$ cat src/rtl/core/isq_pkg.sv
`timescale 1ns / 1ps

package isq_pkg;

	// Widths of the stream fields.
	localparam int OP_W    = 3;
	localparam int POS_W   = 7;
	localparam int ITEM_W  = 32;
	localparam int VALUE_W = 32;
	localparam int TOTAL_W = 7;
	localparam int STAT_W  = 2;

	// Packed word widths, padded to whole bytes.
	localparam int S_DATA_W = 48;
	localparam int M_DATA_W = 112;

	// Index and count fields of the cell control word cover the largest store.
	localparam int CNT_MAX_W = 13;

	typedef enum logic [OP_W-1:0] {
		OP_ADD_FIRST  = 3'd0,
		OP_ADD_LAST   = 3'd1,
		OP_DROP_FIRST = 3'd2,
		OP_DROP_LAST  = 3'd3,
		OP_INSERT     = 3'd4,
		OP_ERASE      = 3'd5,
		OP_READ       = 3'd6,
		OP_CLEAR      = 3'd7
	} op_t;

	typedef enum logic [STAT_W-1:0] {
		ST_OK    = 2'd0,
		ST_RANGE = 2'd1,
		ST_FULL  = 2'd2
	} status_t;

	// Broadcast to every slot cell for one operation.
	typedef struct packed {
		logic                 ins;
		logic                 del;
		logic [CNT_MAX_W-1:0] idx;
		logic [CNT_MAX_W-1:0] cnt;
	} cell_ctrl_t;

endpackage

$ cat src/rtl/core/isq_cell.sv
`timescale 1ns / 1ps

module isq_cell #(
	parameter int IDX        = 0,
	parameter int DATA_WIDTH = 32
) (
	input  logic                   clk,
	input  isq_pkg::cell_ctrl_t    ctrl,
	input  logic [DATA_WIDTH-1:0]  val,
	input  logic [DATA_WIDTH-1:0]  left,
	input  logic [DATA_WIDTH-1:0]  right,
	output logic [DATA_WIDTH-1:0]  data
);
	import isq_pkg::*;

	localparam logic [CNT_MAX_W-1:0] K  = CNT_MAX_W'(IDX);
	localparam logic [CNT_MAX_W-1:0] K1 = CNT_MAX_W'(IDX + 1);

	logic [DATA_WIDTH-1:0] data_q;

	// Insert opens a gap at idx by moving everything from idx up one slot;
	// erase closes it by pulling the upper neighbors down.
	always_ff @(posedge clk) begin
		if (ctrl.ins) begin
			if (K == ctrl.idx) begin
				data_q <= val;
			end else if (K > ctrl.idx && K <= ctrl.cnt) begin
				data_q <= left;
			end
		end else if (ctrl.del) begin
			if (K >= ctrl.idx && K1 < ctrl.cnt) begin
				data_q <= right;
			end
		end
	end

	assign data = data_q;

endmodule

$ cat config.mk
export PLATFORM = sky130hd
export DESIGN_NAME = isq_cell
export DESIGN_NICKNAME = d
export VERILOG_FILES = /design/src/rtl/core/isq_pkg.sv /design/src/rtl/core/isq_cell.sv
export SDC_FILE = /design/constraint.sdc
export NUM_CORES = 1
export LEC_CHECK = 0
export ABC_AREA = 1
export BUFFER_PORTS_ARGS = -buffer_cell sky130_fd_sc_hd__buf_2
export CAP_MARGIN = 20
export CELL_PAD_IN_SITES_DETAIL_PLACEMENT = 1
export CELL_PAD_IN_SITES_GLOBAL_PLACEMENT = 1
export CORE_MARGIN = 3
export CORE_UTILIZATION = 29
export CTS_CLUSTER_SIZE = 28
export DETAILED_ROUTE_END_ITERATION = 8
export GPL_TIMING_DRIVEN = 0
export PLACE_DENSITY = 0.94
export SLEW_MARGIN = 20
export SYNTH_ARGS = -nofsm -noshare
export SYNTH_HDL_FRONTEND = slang
export SYNTH_SLANG_ARGS = --single-unit
$ cat constraint.sdc
create_clock -name clk -period 8 [get_ports clk]
set_input_delay 0 -clock clk [delete_from_list [all_inputs] [get_ports clk]]
set_output_delay 0 -clock clk [all_outputs]
set_load 0.01 [all_outputs]
==> results of run 1 <==
power by group:
part	internal, W	leakage (nW)	switching, W
clock	0.0000924	0.0552	0.0000596
sequential	0.000186	0.278	0.00000000581
combinational	0.0000398	1.61	0.0000350
total	0.000318	1.94	0.0000946
area by class of cell:
type / count / area (µm²)
fillers: 964 / 3890
flip-flops and latches: 32 / 961
repair buffers: 171 / 958
multi-input cells: 189 / 856
inverters: 68 / 255
plain buffers: 16 / 139
well taps: 99 / 124
clock buffers: 6 / 72.6
clock inverters: 2 / 35.0
cells in the final DEF, fill, tap and decap left out:
master         Yosys  final
buf_6              3      3
nand2_1          103    103
nand3_1           64     64
inv_1             67     67
a21oi_4            0      1
buf_4              6      6
clkbuf_8           0      5
clkinv_2           0      1
nor2_1             9      9
bufinv_16          0      1
nor2_2             7      7
buf_2              0    154
buf_8              3      3
nor2_4             1      1
clkbuf_1           4      5
edfxtp_1          32     32
nand2_4            1      1
dlygate4sd3_1      0     16
nor2_8             1      1
buf_16             0      1
nand2_2            2      2
inv_2              1      1
critical path: cells and delay by family:
family	cells	cell delay, ps
buffers and inverters	3	490
AO/OA/AOI/OAI	1	490
AND/OR/NAND/NOR	4	440
kinds of logic after synthesis:
group | count (synthesis) | share of synthesized area, %
AOI/OAI and AO/OA | 1 | 0.227
DFF | 32 | 43.7
and+or+nand+nor | 188 | 38.2
buffers and inverters | 84 | 17.9
through the flow:
step	hold slack [ps]	cells	setup slack [ps]	utilization [%]	instance area, µm²
finish	11.5	583	6540	46.6	3400
global route	4.08	583	6460	46.6	3400
CTS	0.363	583	6530	46.6	3400
detailed placement	282	559	6230	43.0	3130
global placement	276	558	4520	42.4	3090
floorplan	186	305	5430	-	2200
per-layer routing:
metal  vias up  GRT usage, %
li1       1283             -
met1      1149          18.8
met2       102          34.8
met3         8          3.54
met4         0          4.40
met5         -             0
worst paths after layout:
kind,startpoint,endpoint
setup / recovery,ctrl[18],data[10]$_DFFE_PP_
hold / removal,right[11],data[11]$_DFFE_PP_
==> impl_metrics.toml, run 1 <==
[run_status]
status = "finished clean"

[sta]
clock.fmax_mhz = 687
rsz0062_at_grt = "false"
slew_headroom_pct = 58.7
tightestPinTransition_ps = 618
final.min_clock_period_ps = 1460
drv_slew = 0
hold_violations = 0
finalSetupViolCount = 0
setup_tns_ps = 0
finalCritPeriodShare_pct = 18.2

[logic_synthesis]
syn_nets = 430
ys.flop_type = "edfxtp_1"
yosysMostFrequentCell = "nand2_1"
async_flop_share_pct = 0
synth_area_leaders = "edfxtp_1, nand2_1, nand3_1"
yosysUniqueCellTypes = 16
synth_cells = 305
ys_warn_count = 0
synth_edf_count = 32
syn_area_per_cell_um2 = 7.21
ys_seq_area_share_pct = 43.7
synth_commonest_cells = "nand2_1, inv_1, nand3_1"
yosys.area.top_type_share_pct = 43.7
synth-seq-cells = 32
syn-cell-area_um2 = 2200
synth_largest_area_cell = "edfxtp_1"

[detailed_routing]
wl_met3_um = 476
drtIter0Drc = 74
drt_first_pass_iters = 4
viasPerCell = 4.36
drc = 0
routed-wl-met2_mm = 4.27
route.antenna.remaining_nets = 0
met1_length_mm = 2.89
wl_per_cell_um = 13.2
dr.max_layer_used = "met4"
route.vias.total = 2542
wirelength_mm = 7.72

[global_route]
grt_use_total_pct = 17.6
grt_max_degree = 18
grt_pass1_vias = 2707
overflow = 0
grt_first_pass_wirelength_mm = 12.1
antenna_found_initial = 0

[clock_network]
holdBufCountCts = 16
cts_sinks = 32
clk_pin_slew_ps = 70
numCtsBuffers = 5
root_buffer = "clkbuf_8"
tritoncts = "done"
post_cts_resized = 0
htree_levels = 2
post_cts_buffers = 0
clock_tree.buffer_depth = 2

[placement]
place_congestion = 0.740
portBuffers = 154
dp_hpwl_mm = 6.10

[worst_setup_path]
cp_slowest_cell = "a21oi_4"
path_cells = "buf_2, nor2_2, nand2_2, nor2_4, nand2_4, buf_6, a21oi_4, buf_16"
cpPeakStageDelay_ps = 490
cp.required_ps = 7990
path_class = "input pin to flip-flop"
endpoint_kind = "flip-flop"
cp.arrival_ps = 1450
cp_max_fo = 17
start_kind = "input pin"

[pwr]
power.total_w = 0.000412
pwr_density_cell_nw_per_um2 = 121
max-vdd-ir-drop_mv = 0.0554
p_leak_nw = 1.94

[floorplan]
num_rows = 31
die_w_um = 93.1
core_um2 = 7290
die-area_um2 = 8670
start_util_pct = 30.2
io_pins = 157
die_height_um = 93.1

[min_path]
whs_path_depth = 3
min_path_type = "input pin to flip-flop"

[cells_and_area]
n_antenna_cell = 0
drive_above_1_share_pct = 38.8
syn2layout_area_growth_pct = 54.6
largest_reg_flops = 32
finalNetCount = 608

[run]
drv_cap = 0
Note: power is estimated with default switching activity, not from simulation.
==> inputs of run 2 (changes only) <==
--- a/config.mk
+++ b/config.mk
@@ -5,17 +5,17 @@
 export SDC_FILE = /design/constraint.sdc
 export NUM_CORES = 1
 export LEC_CHECK = 0
-export ABC_AREA = 1
+export ABC_AREA = 0
 export BUFFER_PORTS_ARGS = -buffer_cell sky130_fd_sc_hd__buf_2
 export CAP_MARGIN = 20
 export CELL_PAD_IN_SITES_DETAIL_PLACEMENT = 1
 export CELL_PAD_IN_SITES_GLOBAL_PLACEMENT = 1
 export CORE_MARGIN = 3
-export CORE_UTILIZATION = 29
+export CORE_UTILIZATION = 31
 export CTS_CLUSTER_SIZE = 28
 export DETAILED_ROUTE_END_ITERATION = 8
 export GPL_TIMING_DRIVEN = 0
-export PLACE_DENSITY = 0.94
+export PLACE_DENSITY = 0.89
 export SLEW_MARGIN = 20
 export SYNTH_ARGS = -nofsm -noshare
 export SYNTH_HDL_FRONTEND = slang
==> constraint.sdc (replaced) <==
create_clock -name clk -period 1.4 [get_ports clk]
set_input_delay 0 -clock clk [delete_from_list [all_inputs] [get_ports clk]]
set_output_delay 0 -clock clk [all_outputs]
set_load 0.01 [all_outputs]
==> impl_metrics.toml, run 2 <==
[logic_synthesis]
ys.flop_type = "edfxtp_1"
synth_largest_area_cell = "edfxtp_1"
syn_nets = 375
yosysUniqueCellTypes = 17
synth_edf_count = 32
async_flop_share_pct = 0
synth_area_leaders = "edfxtp_1, o41ai_2, nor4b_1"
ys_seq_area_share_pct = 38.0
synth-seq-cells = 32
yosys.area.top_type_share_pct = 38.0
syn_area_per_cell_um2 = 10.1
synth_cells = 250
syn-cell-area_um2 = 2530
ys_warn_count = 0
yosysMostFrequentCell = "nor2_1"

[worst_setup_path]
cp_max_fo = 12
start_kind = "input pin"
cpMostUsedCell = "or4_4"
cp_slowest_cell = "or4_4"
worstSetupStartpoint = "ctrl[22]"
cp.required_ps = 1390
path_class = "input pin to flip-flop"
cp.arrival_ps = 1630
endpoint = "data[0]$_DFFE_PP_"
path_cells = "buf_6, or4_4, or4_4, a21oi_4, buf_12"
cpPeakStageDelay_ps = 600
endpoint_kind = "flip-flop"

[cells_and_area]
layout_commonest_cell = "buf_2"
n_antenna_cell = 0
drive_above_1_share_pct = 54.2
syn2layout_area_growth_pct = 60.5
final_cell_mix = "buf_2, nor2_1, nor4b_1, nand4_1, edfxtp_1"
largest_reg_flops = 32
finalNetCount = 546
instances_no_fill = 521

[clock_network]
clk_pin_slew_ps = 70
clock_tree.buffer_depth = 2
numCtsBuffers = 5
tritoncts = "done"
cts_sinks = 32
htree_levels = 2
root_buffer = "clkbuf_8"
holdBufCountCts = 0

[sta]
hold_violations = 0
clock.fmax_mhz = 611
final.min_clock_period_ps = 1640
fin_ws_ps = -237
finalCritPeriodShare_pct = 117
finalSetupViolCount = 53
rsz0062_at_grt = "true"
drv_slew = 0
slew_headroom_pct = 55.8
tightestPinTransition_ps = 658

[detailed_routing]
drc = 0
wirelength_mm = 11.1
drt_first_pass_iters = 4
drtIter0Drc = 72
route.antenna.remaining_nets = 0
route.vias.total = 3012
viasPerCell = 5.78
wl_per_cell_um = 21.4

[floorplan]
num_rows = 32
die_w_um = 96.4
die-area_um2 = 9290
start_util_pct = 32.4
die_height_um = 96.4
core_um2 = 7810
io_pins = 157

[run]
drv_cap = 0

[global_route]
met3_usage_pct = 5.47
grt_use_total_pct = 23.2
overflow = 0
grt-busiest-layer = "met2"
grt_max_degree = 13
grt_pass1_vias = 3155
met2_usage_pct = 41.9
gr-usage-met1_pct = 27.0
antenna_found_initial = 0
grt_first_pass_wirelength_mm = 16.3

[placement]
place_congestion = 0.857
dp.cells = 503
post-place-ws_ps = -1160
portBuffers = 151
dp_hpwl_mm = 8.02

[run_status]
status = "finished, violations left"
violations = "setup timing"

[pwr]
power.total_w = 0.00238
p_leak_nw = 1.69
pwr_density_cell_nw_per_um2 = 586
max-vdd-ir-drop_mv = 0.295

[min_path]
min_path_type = "input pin to flip-flop"
[run 2: what timing repair did]
action | 4_1_cts | 5_1_grt
gates resized for setup | 44 | 31
buffers inserted | 12 | 2
pin swaps | 43 | 22
gates cloned | 3 | 0
endpoints found under the setup margin | 62 | 64
[run 2: worst max-delay path, delay by kind of cell]
family | cells | cell delay, ps
AND/OR/NAND/NOR | 2 | 1180
AO/OA/AOI/OAI | 1 | 190
buffers and inverters | 2 | 250
[run 2: logic make-up after synthesis]
group	count (synthesis)	synth area share, %
buf+inv	45	7.02
compound gates	66	28.4
flops	32	38.0
simple gates	107	26.6
[run 2: through the flow]
step / utilization [%] / hold WS, ps / cell area (µm²) / setup TNS (ps)
after floorplan: - / 249 / 2570 / -25220
after global placement: 44.2 / 347 / 3450 / -52000
after detailed placement: 44.2 / 353 / 3450 / -54340
after CTS: 50.2 / 61.3 / 3920 / -8930
after global routing: 52.0 / 61.7 / 4060 / -9380
final: 52.0 / 69.2 / 4060 / -8210
[run 2: routing by layer]
metal  vias to the layer above  share of wire (%)
li1                       1391                  -
met3                        20                7.5
met1                      1472                 38
met5                         -                  0
met2                       129                 53
met4                         0                2.2
[run 2: layout make-up]
cell class	count	area, µm²
Fill cell	909	3740
Sequential cell	32	961
Timing Repair Buffer	167	1010
Tap cell	102	128
Inverter	1	3.75
Multi-Input combinational cell	174	1660
Buffer	40	239
Clock buffer	5	68.8
[run 2: power by group]
group          switching (W)  total, W  internal, W  leakage (nW)
Clock               0.000320  0.000640     0.000320        0.0359
Combinational       0.000365  0.000679     0.000314          1.36
Sequential      0.0000000374   0.00106      0.00106         0.298
[run 2: worst min path at each step]
| stage | start | endpoint | slack, ps | depth (start not counted) |
|---|---|---|---|---|
| floorplan | right[10] | data[10]$_DFFE_PP_ | 250 | 2 |
| global placement | right[26] | data[26]$_DFFE_PP_ | 350 | 3 |
| detailed placement | right[24] | data[24]$_DFFE_PP_ | 350 | 3 |
| CTS | right[11] | data[11]$_DFFE_PP_ | 60 | 3 |
| global route | right[26] | data[26]$_DFFE_PP_ | 60 | 3 |
| finish | right[11] | data[11]$_DFFE_PP_ | 70 | 3 |
==> inputs of run 3 (changes only) <==
--- a/config.mk
+++ b/config.mk
@@ -11,11 +11,11 @@
 export CELL_PAD_IN_SITES_DETAIL_PLACEMENT = 1
 export CELL_PAD_IN_SITES_GLOBAL_PLACEMENT = 1
 export CORE_MARGIN = 3
-export CORE_UTILIZATION = 31
+export CORE_UTILIZATION = 33
 export CTS_CLUSTER_SIZE = 28
 export DETAILED_ROUTE_END_ITERATION = 8
 export GPL_TIMING_DRIVEN = 0
-export PLACE_DENSITY = 0.89
+export PLACE_DENSITY = 0.94
 export SLEW_MARGIN = 20
 export SYNTH_ARGS = -nofsm -noshare
 export SYNTH_HDL_FRONTEND = slang
==> constraint.sdc (replaced) <==
create_clock -name clk -period 2.05 [get_ports clk]
set_input_delay 0 -clock clk [delete_from_list [all_inputs] [get_ports clk]]
set_output_delay 0 -clock clk [all_outputs]
set_load 0.01 [all_outputs]
==> impl_metrics.toml, run 3 (synthesized netlist as in run 2, its figures left out) <==
[run_status]
status = "finished clean"

[floorplan]
start_util_pct = 34.5
die_w_um = 93.6
num_rows = 31
die_height_um = 93.6
core_um2 = 7330
die-area_um2 = 8760
io_pins = 157

[detailed_routing]
wl_per_cell_um = 20.1
viasPerCell = 5.76
route.antenna.remaining_nets = 0
wirelength_mm = 10.3
route.vias.total = 2938
drtIter0Drc = 102
drt_first_pass_iters = 4
drc = 0

[pwr]
p_clk_share_pct = 30.1
max-vdd-ir-drop_mv = 0.210
intPower_w = 0.00113
switching_power_w = 0.000450
p_leak_nw = 1.30
switching_share_pct = 28.5
pwr_density_cell_nw_per_um2 = 447
power.total_w = 0.00158
seq_power_share_pct = 45.9
combPwrFrac_pct = 24.0

[worst_setup_path]
worstSetupStartpoint = "ctrl[22]"
start_kind = "input pin"
cp.arrival_ps = 1880
path_class = "input pin to flip-flop"
cp_max_fo = 16
endpoint_kind = "flip-flop"
cp.required_ps = 1970

[clock_network]
tritoncts = "done"
post_cts_buffers = 0
numCtsBuffers = 5
root_buffer = "clkbuf_8"
clk_pin_slew_ps = 80
clock_tree.buffer_depth = 2
holdBufCountCts = 0
cts_sinks = 32
post_cts_resized = 1
htree_levels = 2

[min_path]
hp-start = "right[22]"
whs_path_depth = 3
worstHoldEndpoint = "data[22]$_DFFE_PP_"
min_path_type = "input pin to flip-flop"

[sta]
setup_tns_ps = 0
hold_violations = 0
clock.fmax_mhz = 509
finalCritPeriodShare_pct = 95.9
final.min_clock_period_ps = 1970
finalSetupViolCount = 0
slew_headroom_pct = 29.8
rsz0062_at_grt = "false"
drv_slew = 0
tightestPinTransition_ps = 1040

[placement]
dp.cells = 501
dp_hpwl_mm = 7.79
place_congestion = 0.817
portBuffers = 151

[cells_and_area]
finish.utilization_pct = 48.2
instances_no_fill = 510
drive_above_1_share_pct = 48.7
largest_reg_flops = 32
multiInputGateArea_um2 = 1420
finalNetCount = 535
layout_commonest_cell = "buf_2"
regArea_um2 = 961
syn2layout_area_growth_pct = 39.5
fillers = 907
n_antenna_cell = 0
final_cell_mix = "buf_2, nor2_1"

[global_route]
grt_pass1_vias = 3007
antenna_found_initial = 0
grt_max_degree = 17
grt_use_total_pct = 22.6
grt_first_pass_wirelength_mm = 15.4
overflow = 0

[run]
drv_cap = 0
[run 3: cell types whose count changed in the layout (fill, tap and decap cells not counted), sizes merged]
cell,change
clkinv,+1
clkbuf,+6
bufbuf,-1
buf,-14
[run 3: area by class of cell]
| cell class | instances | area share (%) |
|---|---|---|
| Multi-Input combinational cell | 174 | 40.3 |
| Sequential cell | 32 | 27.2 |
| Timing Repair Buffer | 152 | 21.5 |
| Buffer | 44 | 5.03 |
| Tap cell | 99 | 3.51 |
| Clock buffer | 7 | 2.16 |
| Clock inverter | 1 | 0.106 |
| Inverter | 1 | 0.106 |
[run 3: worst max-delay path by stage]
stage / slack [ps] / to / cells after the start
floorplan: -60 / data[0]$_DFFE_PP_ / 4
global placement: -470 / data[15]$_DFFE_PP_ / 5
detailed placement: -520 / data[18]$_DFFE_PP_ / 5
CTS: 90 / data[30]$_DFFE_PP_ / 5
global route: 50 / data[15]$_DFFE_PP_ / 5
finish: 80 / data[3]$_DFFE_PP_ / 5
[run 3: worst max-delay path, stage by stage]
cell and delay (ps):
buf_2 100, or4_1 520, buf_2 180, or4_4 540, a21oi_4 530
[run 3: power groups by stage]
stage	clock, W	sequential, W	combinational (W)
global placement	0	0.000739	0.000355
floorplan	0	0.000739	0.000195
finish	0.000475	0.000724	0.000379
detailed placement	0	0.000739	0.000372
CTS	0.000480	0.000724	0.000376
global route	0.000508	0.000724	0.000412
[run 3: routing by layer]
layer | routed length, µm | track usage (%)
met5 | 0 | 0
met4 | 104 | 5.54
met3 | 622 | 2.65
met2 | 5430 | 41.1
met1 | 4110 | 28.2
[run 3: stage by stage]
stage / hold slack (ps) / cell area, µm² / setup WS [ps]
6_report: 62.9 / 3530 / 84.3
5_1_grt: 68.4 / 3530 / 46.5
4_1_cts: 58.5 / 3530 / 91.4
3_5_place_dp: 353 / 3430 / -524
3_3_place_gp: 352 / 3430 / -465
2_1_floorplan: 249 / 2550 / -61.0
